File: config.mk
export PLATFORM = sky130hd
export DESIGN_NAME = structured_window_index_generator
export DESIGN_NICKNAME = d
export VERILOG_FILES = /design/src/rtl/core/swig_pkg.sv /design/src/rtl/core/structured_window_index_generator.sv /design/src/rtl/core/swig_front.sv /design/src/rtl/core/swig_queue.sv /design/src/rtl/core/swig_back.sv
export SDC_FILE = /design/constraint.sdc
export NUM_CORES = 2
export LEC_CHECK = 0
export BUFFER_PORTS_ARGS = -buffer_cell sky130_fd_sc_hd__buf_2
export CAP_MARGIN = 20
export CORE_MARGIN = 4
export CORE_UTILIZATION = 60
export DETAILED_ROUTE_END_ITERATION = 7
export PLACE_DENSITY = 0.77
export SLEW_MARGIN = 20
export SYNTH_ARGS = -nofsm -noshare
export SYNTH_HDL_FRONTEND = slang
export SYNTH_HIERARCHICAL = 1
export SYNTH_SLANG_ARGS = --single-unit
File: constraint.sdc
create_clock -name clk -period 13.6 [get_ports clk]
set_input_delay 2.72 -clock clk [delete_from_list [all_inputs] [get_ports clk]]
set_output_delay 2.72 -clock clk [all_outputs]
set_load 0.02 [all_outputs]
File: src/rtl/core/swig_pkg.sv
// Shared types, codes and constants of the structured window index generator.
package swig_pkg;

    // Field widths
    localparam int COORD_W         = 11;
    localparam int OUT_INDEX_W     = 32;
    localparam int STATUS_W        = 2;
    localparam int ORIENT_W        = 2;
    localparam int CFG_INDEX_W     = 2;
    localparam int NUM_BOUNDS      = 6;
    localparam int SLOT_W          = 3;
    localparam int INDEX_WIDTH_DEF = 32;
    localparam int QUEUE_DEPTH     = 2;

    // Operand widths of the shared multipliers
    localparam int MUL_X_W = COORD_W + 1;
    localparam int MUL_Y_W = 2 * COORD_W;
    localparam int PROD_W  = MUL_X_W + MUL_Y_W + 1;

    // Item opcodes
    localparam logic OP_LOAD = 1'b0;
    localparam logic OP_NEXT = 1'b1;

    // Index kinds
    localparam logic KIND_FACE   = 1'b0;
    localparam logic KIND_VERTEX = 1'b1;

    // Window orientation
    localparam logic [ORIENT_W-1:0] ORIENT_NONE = 2'd0;
    localparam logic [ORIENT_W-1:0] ORIENT_I    = 2'd1;
    localparam logic [ORIENT_W-1:0] ORIENT_J    = 2'd2;
    localparam logic [ORIENT_W-1:0] ORIENT_K    = 2'd3;

    // Result status
    localparam logic [STATUS_W-1:0] STATUS_INDEX      = 2'd0;
    localparam logic [STATUS_W-1:0] STATUS_ACCEPT     = 2'd1;
    localparam logic [STATUS_W-1:0] STATUS_NOT_PLANAR = 2'd2;
    localparam logic [STATUS_W-1:0] STATUS_NONE       = 2'd3;

    // Configuration register indexes
    localparam logic [CFG_INDEX_W-1:0] REG_POINTS_I   = 2'd0;
    localparam logic [CFG_INDEX_W-1:0] REG_POINTS_J   = 2'd1;
    localparam logic [CFG_INDEX_W-1:0] REG_POINTS_K   = 2'd2;
    localparam logic [CFG_INDEX_W-1:0] REG_POINT_KIND = 2'd3;

    // Bound slots within a window
    localparam logic [SLOT_W-1:0] BI_LO = 3'd0;
    localparam logic [SLOT_W-1:0] BI_HI = 3'd1;
    localparam logic [SLOT_W-1:0] BJ_LO = 3'd2;
    localparam logic [SLOT_W-1:0] BJ_HI = 3'd3;
    localparam logic [SLOT_W-1:0] BK_LO = 3'd4;
    localparam logic [SLOT_W-1:0] BK_HI = 3'd5;

    localparam logic [COORD_W-1:0] ONE_COORD     = 11'd1;
    localparam logic [COORD_W-1:0] FORCED_K_HIGH = 11'd2;

    typedef struct packed {
        logic [COORD_W-1:0] points_i;
        logic [COORD_W-1:0] points_j;
        logic [COORD_W-1:0] points_k;
        logic               point_kind;
    } cfg_t;

    typedef struct packed {
        logic                                op;
        logic [NUM_BOUNDS-1:0][COORD_W-1:0]  bounds;
        logic [ORIENT_W-1:0]                 orient;
    } item_t;

    typedef struct packed {
        logic [OUT_INDEX_W-1:0] point_index;
        logic                   last_point;
        logic [STATUS_W-1:0]    status;
    } result_t;

endpackage

File: src/rtl/core/structured_window_index_generator.sv
// Top level of the structured window index generator: configuration registers and wiring.
//
//  channel   | handshake          | payload
//  ----------+--------------------+---------------------------------------------
//  input     | push / full        | op, win_{i,j,k}_{low,high}
//  result    | empty / pop        | point_index, last_point, status
//  config    | cfg_valid/cfg_ready| cfg_index, cfg_data
//
// A next item that yields an index passes through the back end in steps: dequeue, two
// multiplier steps, final add. A planar load is dequeued, then takes two steps of the face
// offset product, then its sum. Status-only answers go to the result register at dequeue.
// The two shared multipliers set these step sequences. While a result waits unpopped the
// back end holds in its last step, and the 2-entry queue keeps accepting until it fills and raises full.
// Reset is asynchronous, active low; cfg_ready is always high.
module structured_window_index_generator #(
    parameter int INDEX_WIDTH = swig_pkg::INDEX_WIDTH_DEF
) (
    input  logic                                 clk,
    input  logic                                 rst_n,
    input  logic                                 push,
    output logic                                 full,
    input  logic                                 op,
    input  logic [swig_pkg::COORD_W-1:0]         win_i_low,
    input  logic [swig_pkg::COORD_W-1:0]         win_i_high,
    input  logic [swig_pkg::COORD_W-1:0]         win_j_low,
    input  logic [swig_pkg::COORD_W-1:0]         win_j_high,
    input  logic [swig_pkg::COORD_W-1:0]         win_k_low,
    input  logic [swig_pkg::COORD_W-1:0]         win_k_high,
    output logic                                 empty,
    input  logic                                 pop,
    output logic [swig_pkg::OUT_INDEX_W-1:0]     point_index,
    output logic                                 last_point,
    output logic [swig_pkg::STATUS_W-1:0]        status,
    input  logic                                 cfg_valid,
    output logic                                 cfg_ready,
    input  logic [swig_pkg::CFG_INDEX_W-1:0]     cfg_index,
    input  logic [swig_pkg::COORD_W-1:0]         cfg_data
);

    localparam int ITEM_W = $bits(swig_pkg::item_t);

    swig_pkg::cfg_t    cfg_reg, cfg_next;
    swig_pkg::item_t   front_item;
    swig_pkg::item_t   q_item;
    logic [ITEM_W-1:0] q_rd_data;
    logic              q_empty, q_pop;
    swig_pkg::result_t res;
    logic              res_valid;

    assign cfg_ready = 1'b1;

    // Write configuration registers
    always_comb
    begin
        cfg_next = cfg_reg;
        if (cfg_valid && cfg_ready)
        begin
            unique case (cfg_index)
                swig_pkg::REG_POINTS_I:   cfg_next.points_i   = cfg_data;
                swig_pkg::REG_POINTS_J:   cfg_next.points_j   = cfg_data;
                swig_pkg::REG_POINTS_K:   cfg_next.points_k   = cfg_data;
                swig_pkg::REG_POINT_KIND: cfg_next.point_kind = cfg_data[0];
                default:                  cfg_next            = cfg_reg;
            endcase
        end
    end

    always_ff @(posedge clk or negedge rst_n)
    begin
        if (!rst_n)
        begin
            cfg_reg.points_i   <= swig_pkg::ONE_COORD;
            cfg_reg.points_j   <= swig_pkg::ONE_COORD;
            cfg_reg.points_k   <= swig_pkg::ONE_COORD;
            cfg_reg.point_kind <= swig_pkg::KIND_FACE;
        end
        else
        begin
            cfg_reg <= cfg_next;
        end
    end

    swig_front u_front (
        .op         (op),
        .win_i_low  (win_i_low),
        .win_i_high (win_i_high),
        .win_j_low  (win_j_low),
        .win_j_high (win_j_high),
        .win_k_low  (win_k_low),
        .win_k_high (win_k_high),
        .cfg        (cfg_reg),
        .item       (front_item)
    );

    swig_queue #(
        .WIDTH (ITEM_W),
        .DEPTH (swig_pkg::QUEUE_DEPTH)
    ) u_queue (
        .clk     (clk),
        .rst_n   (rst_n),
        .wr_en   (push),
        .wr_data (front_item),
        .full    (full),
        .rd_en   (q_pop),
        .rd_data (q_rd_data),
        .empty   (q_empty)
    );

    assign q_item = q_rd_data;

    swig_back #(
        .INDEX_WIDTH (INDEX_WIDTH)
    ) u_back (
        .clk       (clk),
        .rst_n     (rst_n),
        .cfg       (cfg_reg),
        .q_empty   (q_empty),
        .q_item    (q_item),
        .q_pop     (q_pop),
        .res       (res),
        .res_valid (res_valid),
        .pop       (pop)
    );

    assign empty       = !res_valid;
    assign point_index = res.point_index;
    assign last_point  = res.last_point;
    assign status      = res.status;

endmodule

File: src/rtl/core/swig_front.sv
// Front end: forms a queue item from the input fields and classifies the window.
module swig_front (
    input  logic                                  op,
    input  logic [swig_pkg::COORD_W-1:0]          win_i_low,
    input  logic [swig_pkg::COORD_W-1:0]          win_i_high,
    input  logic [swig_pkg::COORD_W-1:0]          win_j_low,
    input  logic [swig_pkg::COORD_W-1:0]          win_j_high,
    input  logic [swig_pkg::COORD_W-1:0]          win_k_low,
    input  logic [swig_pkg::COORD_W-1:0]          win_k_high,
    input  swig_pkg::cfg_t                        cfg,
    output swig_pkg::item_t                       item
);

    always_comb
    begin
        item                          = '0;
        item.op                       = op;
        item.bounds[swig_pkg::BI_LO]  = win_i_low;
        item.bounds[swig_pkg::BI_HI]  = win_i_high;
        item.bounds[swig_pkg::BJ_LO]  = win_j_low;
        item.bounds[swig_pkg::BJ_HI]  = win_j_high;
        item.bounds[swig_pkg::BK_LO]  = win_k_low;
        item.bounds[swig_pkg::BK_HI]  = win_k_high;

        // Force k high to 2 for a face window on a 2D block
        if (cfg.point_kind == swig_pkg::KIND_FACE && win_k_low == win_k_high &&
            cfg.points_k == swig_pkg::ONE_COORD)
        begin
            item.bounds[swig_pkg::BK_HI] = swig_pkg::FORCED_K_HIGH;
        end

        // Classify, i test first
        priority if (item.bounds[swig_pkg::BI_LO] == item.bounds[swig_pkg::BI_HI])
        begin
            item.orient = swig_pkg::ORIENT_I;
        end
        else if (item.bounds[swig_pkg::BJ_LO] == item.bounds[swig_pkg::BJ_HI])
        begin
            item.orient = swig_pkg::ORIENT_J;
        end
        else if (item.bounds[swig_pkg::BK_LO] == item.bounds[swig_pkg::BK_HI])
        begin
            item.orient = swig_pkg::ORIENT_K;
        end
        else
        begin
            item.orient = swig_pkg::ORIENT_NONE;
        end
    end

endmodule

File: src/rtl/core/swig_queue.sv
// Short register queue between the front end and the back end.
module swig_queue #(
    parameter int WIDTH = 8,
    parameter int DEPTH = 2
) (
    input  logic             clk,
    input  logic             rst_n,
    input  logic             wr_en,
    input  logic [WIDTH-1:0] wr_data,
    output logic             full,
    input  logic             rd_en,
    output logic [WIDTH-1:0] rd_data,
    output logic             empty
);

    localparam int PTR_W = (DEPTH > 1) ? $clog2(DEPTH) : 1;
    localparam int CNT_W = $clog2(DEPTH + 1);
    localparam logic [PTR_W-1:0] LAST_PTR = PTR_W'(DEPTH - 1);
    localparam logic [CNT_W-1:0] FULL_CNT = CNT_W'(DEPTH);

    logic [WIDTH-1:0] slot_reg [DEPTH];
    logic [PTR_W-1:0] wr_ptr_reg, wr_ptr_next;
    logic [PTR_W-1:0] rd_ptr_reg, rd_ptr_next;
    logic [CNT_W-1:0] count_reg, count_next;
    logic             do_wr, do_rd;

    assign full    = (count_reg == FULL_CNT);
    assign empty   = (count_reg == '0);
    assign rd_data = slot_reg[rd_ptr_reg];
    assign do_wr   = wr_en && !full;
    assign do_rd   = rd_en && !empty;

    // Advance pointers and occupancy
    always_comb
    begin
        wr_ptr_next = wr_ptr_reg;
        rd_ptr_next = rd_ptr_reg;
        count_next  = count_reg;
        if (do_wr)
        begin
            wr_ptr_next = (wr_ptr_reg == LAST_PTR) ? '0 : wr_ptr_reg + 1'b1;
        end
        if (do_rd)
        begin
            rd_ptr_next = (rd_ptr_reg == LAST_PTR) ? '0 : rd_ptr_reg + 1'b1;
        end
        if (do_wr && !do_rd)
        begin
            count_next = count_reg + 1'b1;
        end
        else if (do_rd && !do_wr)
        begin
            count_next = count_reg - 1'b1;
        end
    end

    always_ff @(posedge clk or negedge rst_n)
    begin
        if (!rst_n)
        begin
            wr_ptr_reg <= '0;
            rd_ptr_reg <= '0;
            count_reg  <= '0;
        end
        else
        begin
            wr_ptr_reg <= wr_ptr_next;
            rd_ptr_reg <= rd_ptr_next;
            count_reg  <= count_next;
        end
    end

    // Store the pushed item
    always_ff @(posedge clk)
    begin
        if (do_wr)
        begin
            slot_reg[wr_ptr_reg] <= wr_data;
        end
    end

endmodule

File: src/rtl/core/swig_back.sv
// Back end: window state, index sequencer with two shared multipliers, result register.
module swig_back #(
    parameter int INDEX_WIDTH = swig_pkg::INDEX_WIDTH_DEF
) (
    input  logic              clk,
    input  logic              rst_n,
    input  swig_pkg::cfg_t    cfg,
    input  logic              q_empty,
    input  swig_pkg::item_t   q_item,
    output logic              q_pop,
    output swig_pkg::result_t res,
    output logic              res_valid,
    input  logic              pop
);

    localparam int CW = swig_pkg::COORD_W;
    localparam int XW = swig_pkg::MUL_X_W;
    localparam int YW = swig_pkg::MUL_Y_W;
    localparam int PW = swig_pkg::PROD_W;

    // Sequencer states
    localparam logic [2:0] S_IDLE = 3'd0;
    localparam logic [2:0] S_LD1  = 3'd1;
    localparam logic [2:0] S_LD2  = 3'd2;
    localparam logic [2:0] S_LD3  = 3'd3;
    localparam logic [2:0] S_NX1  = 3'd4;
    localparam logic [2:0] S_NX2  = 3'd5;
    localparam logic [2:0] S_NX3  = 3'd6;

    function automatic logic [CW-1:0] at_least_one(input logic [CW-1:0] v);
        return (v > swig_pkg::ONE_COORD) ? v - swig_pkg::ONE_COORD : swig_pkg::ONE_COORD;
    endfunction

    function automatic logic signed [XW-1:0] minus_one(input logic [CW-1:0] c);
        return $signed({1'b0, c}) - 12'sd1;
    endfunction

    function automatic logic signed [XW-1:0] loop_last(input logic [CW-1:0] hi,
                                                       input logic kind);
        return (kind == swig_pkg::KIND_FACE) ? $signed({1'b0, hi}) - 12'sd1
                                             : $signed({1'b0, hi});
    endfunction

    function automatic logic [swig_pkg::SLOT_W-1:0] outer_slot(
        input logic [swig_pkg::ORIENT_W-1:0] orient);
        logic [swig_pkg::SLOT_W-1:0] s;
        s = ((orient == swig_pkg::ORIENT_I) || (orient == swig_pkg::ORIENT_J))
            ? swig_pkg::BK_LO : swig_pkg::BJ_LO;
        return s;
    endfunction

    function automatic logic [swig_pkg::SLOT_W-1:0] inner_slot(
        input logic [swig_pkg::ORIENT_W-1:0] orient);
        return (orient == swig_pkg::ORIENT_I) ? swig_pkg::BJ_LO : swig_pkg::BI_LO;
    endfunction

    function automatic logic [swig_pkg::SLOT_W-1:0] hi_slot(
        input logic [swig_pkg::SLOT_W-1:0] lo);
        return {lo[swig_pkg::SLOT_W-1:1], 1'b1};
    endfunction

    logic [2:0]                                       state_reg, state_next;
    logic [swig_pkg::NUM_BOUNDS-1:0][CW-1:0]          bounds_reg, bounds_next;
    logic [swig_pkg::ORIENT_W-1:0]                    orient_reg, orient_next;
    logic                                             kind_reg, kind_next;
    logic [CW-1:0]                                    outer_reg, outer_next;
    logic [CW-1:0]                                    inner_reg, inner_next;
    logic [INDEX_WIDTH-1:0]                           fo_reg, fo_next;
    logic                                             run_reg, run_next;
    logic signed [PW-1:0]                             prod_a_reg, prod_a_next;
    logic signed [PW-1:0]                             prod_b_reg, prod_b_next;
    logic [INDEX_WIDTH-1:0]                           part_reg, part_next;
    swig_pkg::result_t                                res_reg, res_next;
    logic                                             res_valid_reg, res_valid_next;

    logic signed [XW-1:0] mul_a_x, mul_b_x;
    logic [YW-1:0]        mul_a_y, mul_b_y;
    logic signed [PW-1:0] mul_a_p, mul_b_p;

    logic                 out_free;
    logic [CW-1:0]        ni1, nj1, nk1, m1, m2;
    logic                 face;
    logic signed [XW-1:0] term_a, term_b, term_c;
    logic signed [XW-1:0] n_m1, o_m1;
    logic [swig_pkg::SLOT_W-1:0] o_lo, n_lo, ld_o_lo, ld_n_lo;
    logic                 inner_end, outer_end, ld_run;
    logic [INDEX_WIDTH-1:0] idx;

    assign res       = res_reg;
    assign res_valid = res_valid_reg;
    assign out_free  = !res_valid_reg || pop;

    // Shared multipliers
    assign mul_a_p = PW'(mul_a_x) * PW'($signed({1'b0, mul_a_y}));
    assign mul_b_p = PW'(mul_b_x) * PW'($signed({1'b0, mul_b_y}));

    // Derived sizes and loop terms
    always_comb
    begin
        ni1  = at_least_one(cfg.points_i);
        nj1  = at_least_one(cfg.points_j);
        nk1  = at_least_one(cfg.points_k);
        face = (kind_reg == swig_pkg::KIND_FACE);
        m1   = (face && orient_reg != swig_pkg::ORIENT_I) ? ni1 : cfg.points_i;
        m2   = (face && orient_reg != swig_pkg::ORIENT_J) ? nj1 : cfg.points_j;
        n_m1 = minus_one(inner_reg);
        o_m1 = minus_one(outer_reg);
        unique case (orient_reg)
            swig_pkg::ORIENT_I:
            begin
                term_a = minus_one(bounds_reg[swig_pkg::BI_LO]);
                term_b = n_m1;
                term_c = o_m1;
            end
            swig_pkg::ORIENT_J:
            begin
                term_a = n_m1;
                term_b = minus_one(bounds_reg[swig_pkg::BJ_LO]);
                term_c = o_m1;
            end
            swig_pkg::ORIENT_K:
            begin
                term_a = n_m1;
                term_b = o_m1;
                term_c = minus_one(bounds_reg[swig_pkg::BK_LO]);
            end
            default:
            begin
                term_a = '0;
                term_b = '0;
                term_c = '0;
            end
        endcase

        o_lo      = outer_slot(orient_reg);
        n_lo      = inner_slot(orient_reg);
        inner_end = $signed({1'b0, inner_reg}) >= loop_last(bounds_reg[hi_slot(n_lo)], kind_reg);
        outer_end = $signed({1'b0, outer_reg}) >= loop_last(bounds_reg[hi_slot(o_lo)], kind_reg);

        ld_o_lo = outer_slot(q_item.orient);
        ld_n_lo = inner_slot(q_item.orient);
        ld_run  = (loop_last(q_item.bounds[hi_slot(ld_o_lo)], cfg.point_kind) >=
                   $signed({1'b0, q_item.bounds[ld_o_lo]})) &&
                  (loop_last(q_item.bounds[hi_slot(ld_n_lo)], cfg.point_kind) >=
                   $signed({1'b0, q_item.bounds[ld_n_lo]}));

        idx = part_reg + INDEX_WIDTH'(prod_b_reg);
    end

    // Select multiplier operands per step
    always_comb
    begin
        mul_a_x = '0;
        mul_a_y = '0;
        mul_b_x = '0;
        mul_b_y = '0;
        unique case (state_reg)
            S_LD1:
            begin
                mul_a_x = $signed({1'b0, cfg.points_i});
                mul_a_y = YW'(nj1);
                mul_b_x = $signed({1'b0, ni1});
                mul_b_y = YW'(cfg.points_j);
            end
            S_LD2:
            begin
                mul_a_x = $signed({1'b0, nk1});
                mul_a_y = prod_a_reg[YW-1:0];
                mul_b_x = $signed({1'b0, nk1});
                mul_b_y = prod_b_reg[YW-1:0];
            end
            S_NX1:
            begin
                mul_a_x = term_b;
                mul_a_y = YW'(m1);
                mul_b_x = $signed({1'b0, m1});
                mul_b_y = YW'(m2);
            end
            S_NX2:
            begin
                mul_b_x = term_c;
                mul_b_y = prod_b_reg[YW-1:0];
            end
            default:
            begin
                mul_a_x = '0;
            end
        endcase
    end

    // Sequence items
    always_comb
    begin
        state_next     = state_reg;
        bounds_next    = bounds_reg;
        orient_next    = orient_reg;
        kind_next      = kind_reg;
        outer_next     = outer_reg;
        inner_next     = inner_reg;
        fo_next        = fo_reg;
        run_next       = run_reg;
        prod_a_next    = prod_a_reg;
        prod_b_next    = prod_b_reg;
        part_next      = part_reg;
        res_next       = res_reg;
        res_valid_next = res_valid_reg;
        q_pop          = 1'b0;

        // Drop the delivered result
        if (pop && res_valid_reg)
        begin
            res_valid_next = 1'b0;
        end

        unique case (state_reg)
            S_IDLE:
            begin
                if (!q_empty)
                begin
                    if (q_item.op == swig_pkg::OP_NEXT)
                    begin
                        if (run_reg)
                        begin
                            q_pop      = 1'b1;
                            state_next = S_NX1;
                        end
                        else if (out_free)
                        begin
                            q_pop          = 1'b1;
                            res_next       = '0;
                            res_next.status = swig_pkg::STATUS_NONE;
                            res_valid_next = 1'b1;
                        end
                    end
                    else if (q_item.orient == swig_pkg::ORIENT_NONE)
                    begin
                        if (out_free)
                        begin
                            q_pop          = 1'b1;
                            orient_next    = swig_pkg::ORIENT_NONE;
                            run_next       = 1'b0;
                            res_next       = '0;
                            res_next.status = swig_pkg::STATUS_NOT_PLANAR;
                            res_valid_next = 1'b1;
                        end
                    end
                    else
                    begin
                        // Latch the window and start the face offset
                        q_pop       = 1'b1;
                        bounds_next = q_item.bounds;
                        orient_next = q_item.orient;
                        kind_next   = cfg.point_kind;
                        outer_next  = q_item.bounds[ld_o_lo];
                        inner_next  = q_item.bounds[ld_n_lo];
                        run_next    = ld_run;
                        state_next  = S_LD1;
                    end
                end
            end
            S_LD1:
            begin
                prod_a_next = mul_a_p;
                prod_b_next = mul_b_p;
                state_next  = S_LD2;
            end
            S_LD2:
            begin
                prod_a_next = mul_a_p;
                prod_b_next = mul_b_p;
                state_next  = S_LD3;
            end
            S_LD3:
            begin
                if (out_free)
                begin
                    fo_next = '0;
                    if (kind_reg == swig_pkg::KIND_FACE)
                    begin
                        fo_next = ((orient_reg != swig_pkg::ORIENT_I)
                                   ? INDEX_WIDTH'(prod_a_reg) : '0) +
                                  ((orient_reg == swig_pkg::ORIENT_K)
                                   ? INDEX_WIDTH'(prod_b_reg) : '0);
                    end
                    res_next        = '0;
                    res_next.status = swig_pkg::STATUS_ACCEPT;
                    res_valid_next  = 1'b1;
                    state_next      = S_IDLE;
                end
            end
            S_NX1:
            begin
                prod_a_next = mul_a_p;
                prod_b_next = mul_b_p;
                state_next  = S_NX2;
            end
            S_NX2:
            begin
                prod_b_next = mul_b_p;
                part_next   = INDEX_WIDTH'(term_a) + INDEX_WIDTH'(prod_a_reg) + fo_reg;
                state_next  = S_NX3;
            end
            S_NX3:
            begin
                if (out_free)
                begin
                    res_next.point_index = swig_pkg::OUT_INDEX_W'(idx);
                    res_next.last_point  = inner_end && outer_end;
                    res_next.status      = swig_pkg::STATUS_INDEX;
                    res_valid_next       = 1'b1;
                    // Advance the loop counters
                    if (inner_end)
                    begin
                        inner_next = bounds_reg[n_lo];
                        if (outer_end)
                        begin
                            run_next = 1'b0;
                        end
                        else
                        begin
                            outer_next = outer_reg + 1'b1;
                        end
                    end
                    else
                    begin
                        inner_next = inner_reg + 1'b1;
                    end
                    state_next = S_IDLE;
                end
            end
            default:
            begin
                state_next = S_IDLE;
            end
        endcase
    end

    always_ff @(posedge clk or negedge rst_n)
    begin
        if (!rst_n)
        begin
            state_reg     <= S_IDLE;
            bounds_reg    <= '0;
            orient_reg    <= swig_pkg::ORIENT_NONE;
            kind_reg      <= swig_pkg::KIND_FACE;
            outer_reg     <= '0;
            inner_reg     <= '0;
            fo_reg        <= '0;
            run_reg       <= 1'b0;
            res_valid_reg <= 1'b0;
        end
        else
        begin
            state_reg     <= state_next;
            bounds_reg    <= bounds_next;
            orient_reg    <= orient_next;
            kind_reg      <= kind_next;
            outer_reg     <= outer_next;
            inner_reg     <= inner_next;
            fo_reg        <= fo_next;
            run_reg       <= run_next;
            res_valid_reg <= res_valid_next;
        end
    end

    // Hold datapath registers
    always_ff @(posedge clk)
    begin
        prod_a_reg <= prod_a_next;
        prod_b_reg <= prod_b_next;
        part_reg   <= part_next;
        res_reg    <= res_next;
    end

endmodule

==> run_results.csv <==
group,metric,value,unit
hold_path,min_path_type,"reg -> reg",
worst_setup_path,reg2reg_slack,4070,ps
pwr,leakage,21.7,nW
worst_setup_path,endpoint_kind,"flip-flop",
clock_network,post_cts_buffers,0,
timing,max_freq,105,MHz
global_routing,grt_max_degree,85,
route,vias,34400,
synth,synth_fa_ha_area_share,28.1,%
timing,setup-tns-final,0,ps
synth,ys.flop_type,"edfxtp_1",
route,dr.pass1.iters,6,
floorplanning,ioPinCount,123,
route,remaining_drc_errors,0,
clock_network,cts_sinks,435,
timing,tightestPinTransition,1120,ps
placed_design,place.detailed.hpwl,95.1,mm
floorplanning,die-area,0.0802,mm2
worst_setup_path,crit_path_start,"u_back/state_reg[2]$_DFFE_PN0P_",
global_routing,grt_pass1_vias,35100,
status,status,"completed",
synth,yosys-mux-area-fraction,5.22,%
timing,hold_violations,0,
hold_path,hp-start,"u_back/bounds_reg[13]$_DFFE_PN0P_",
cells_and_area,largest_reg_flops,138,
floorplanning,rows,100,
worst_setup_path,critical_path.endpoint,"u_back/prod_a_reg[31]$_DFFE_PN_",
clock_network,ctsHoldBuffers,0,
worst_setup_path,rr_endpoint,"u_back/prod_a_reg[31]$_DFFE_PN_",
timing,finalCritPeriodShare,70.1,%
floorplanning,die_x,283,um
worst_setup_path,startpoint_type,"flip-flop",
route,wl,122,mm
cells_and_area,drive_above_1_share,8.68,%
route,routedWlPerCell,21.2,um
worst_setup_path,cp.arrival,9890,ps
synth,syn_area_per_cell,9.50,um2
floorplanning,die_y,283,um
global_routing,grt_usage,30.4,%
synth,seq_area_frac_synth,26.9,%
timing,rsz0062_at_grt,"false",
synth,ys_ff_latch,435,
synth,synthCells,4779,
synth,synth_top_area_share,19.2,%
synth,synth_compound_area_share,10.6,%
cells_and_area,final_cell_mix,"nand2_1 (664), inv_1 (558), fa_1 (436)",
synth,synth_top_family_by_area,"adder cells",
route,vias_per_cell,5.98,
global_routing,use_met1,40.1,%
pwr,powerDensity,256,mW/mm2
route,drt_iter0_drc,3172,
pwr,ir_worst_vdd,0.166,mV
clock_network,cts_tree,"built",
synth,synth_edf_count,269,
worst_setup_path,required,13960,ps
synth,synth_area_leaders,"fa_1 (19%), edfxtp_1 (18%), dfrtp_1 (9.0%), ha_1 (8.9%), nand2_1 (5.5%)",
synth,synthArstFlopShare,38.2,%
timing,fin_skew,60.4,ps
global_routing,met3_usage,4.54,%
timing,drv_slew,0,
route,ant_nets,0,
global_routing,grt-ovfl-total,0,
clock_network,clk_pin_slew,60,ps
timing,slew_headroom,25.4,%
timing,hold_slack,489,ps
placed_design,gp_congestion,0.950,
synth,yosysTopAreaCell,"fa_1",
synth,syn_nets,5622,
synth,ys_types,90,
clock_network,numCtsBuffers,51,
timing,fin_crit,9530,ps
global_routing,grt_pass1_wl,195,mm
placed_design,io_buffers,121,
global_routing,grt-busiest-layer,"met2",
synth,syn_area,0.0454,mm2
cells_and_area,final_common_cell,"nand2_1",
cells_and_area,syn2layout_area_growth,5.79,%
cells_and_area,final_nets,5582,
worst_setup_path,worstPathMaxFanout,27,
global_routing,grt_antenna_before_repair,2,
clock_network,cts_root_buf,"clkbuf_16",
clock_network,cts_buffer_depth,3,
clock_network,clock_latency,660,ps
timing,finalSetupViolations,0,
worst_setup_path,r2r_start,"u_back/state_reg[2]$_DFFE_PN0P_",
flow_run,drv_cap,0,
synth,yosysWarnings,6,
synth,yosys.area_share.simple,16.0,%
worst_setup_path,reg2regPathDepth,23,
timing,fin_ws,4070,ps
floorplanning,coreArea,0.0747,mm2
global_routing,grtUsageMet2,50.2,%
clock_network,post_cts_resize_count,0,
floorplanning,initial_utilization,60.8,%
worst_setup_path,critical_path_class,"reg -> reg",
placed_design,place_ws,4310,ps
clock_network,htreeDepth,2,
synth,synth_xor_area_share,5.42,%
## power breakdown
| group | total [mW] | switching (mW) | leakage [nW] | internal, mW |
|---|---|---|---|---|
| clock network | 1.42 | 0.612 | 0.829 | 0.809 |
| logic | 8.08 | 4.91 | 16.2 | 3.17 |
| registers | 2.78 | 0.637 | 4.60 | 2.14 |
## cell usage after synthesis (24+ instances only)
| library cell | count |
|---|---|
| a22oi_1 | 38 |
| nand3_1 | 41 |
| mux2_4 | 99 |
| dfrtp_1 | 163 |
| xnor2_1 | 166 |
| and2_1 | 111 |
| mux2i_1 | 76 |
| buf_4 | 62 |
| nor2_1 | 362 |
| a211oi_1 | 29 |
| nor2b_1 | 87 |
| fa_1 | 436 |
| edfxtp_1 | 269 |
| o21a_1 | 33 |
| a21o_1 | 63 |
| nor4_1 | 24 |
| o21ai_0 | 156 |
| inv_1 | 558 |
| a22o_1 | 25 |
| nand2b_1 | 58 |
| clkbuf_1 | 151 |
| xor2_1 | 115 |
| nor3_1 | 81 |
| nand2_1 | 666 |
| a21oi_1 | 194 |
| nor3b_1 | 24 |
| ha_1 | 322 |
## area by class of cell
type / count / area (um2)
repair buffers: 170 / 992
clock inverters: 35 / 392
well taps: 969 / 1210
inverters: 558 / 2090
diodes: 1 / 2.50
flip-flops and latches: 435 / 12200
clock buffers: 61 / 1340
multi-input cells: 3523 / 29800
fillers: 6033 / 26700
## worst max-delay path: stages (launching register included)
cell	delay [ps]
dfrtp_1	590
nor2b_1	460
nand2b_1	700
nor2_1	1080
a221o_1	900
nand2_1	160
fa_1	580
fa_1	450
fa_1	530
inv_1	60
fa_1	530
inv_1	50
fa_1	470
inv_1	40
ha_1	310
o21a_1	200
o21ai_0	200
a311oi_1	100
a311oi_1	500
o31ai_1	220
a2111oi_0	690
o31ai_1	170
a21oi_1	210
xnor2_1	80
## through the flow
step                area, um2  total power, mW  util [%]  cells
floorplan               45400             8.56         -   4779
global placement        46300             10.5      62.0   5654
detailed placement      46300             10.7      62.0   5654
CTS                     48000             12.2      64.3   5750
global route            48000             13.4      64.3   5751
finish                  48000             12.3      64.3   5752
## how the worst min path moves through the flow
stage | endpoint | slack (ps) | cells after the start
final | u_back/bounds_reg[13]$_DFFE_PN0P_ | 490 | 2
after global placement | u_back/bounds_reg[13]$_DFFE_PN0P_ | 460 | 2
after global routing | u_back/bounds_reg[12]$_DFFE_PN0P_ | 510 | 2
after detailed placement | u_back/bounds_reg[13]$_DFFE_PN0P_ | 470 | 2
after CTS | u_back/bounds_reg[13]$_DFFE_PN0P_ | 480 | 2
after floorplan | u_back/bounds_reg[11]$_DFFE_PN0P_ | 440 | 2
## per-layer routing
metal  wire length (um)  part of all wire (%)
met4               6300                   5.2
met1              49400                    41
met3               9240                   7.6
met2              56800                    47
met5                  0                     0
## logic make-up after synthesis
logic type | count (synthesis)
buffers and inverters | 821
xor gates and xnor gates | 281
adders and majority gates | 758
and+or+nand+nor | 1565
other | 1
DFF | 435
muxes | 186
AOI/OAI and AO/OA | 732
Note: power is estimated with default switching activity, not from simulation.
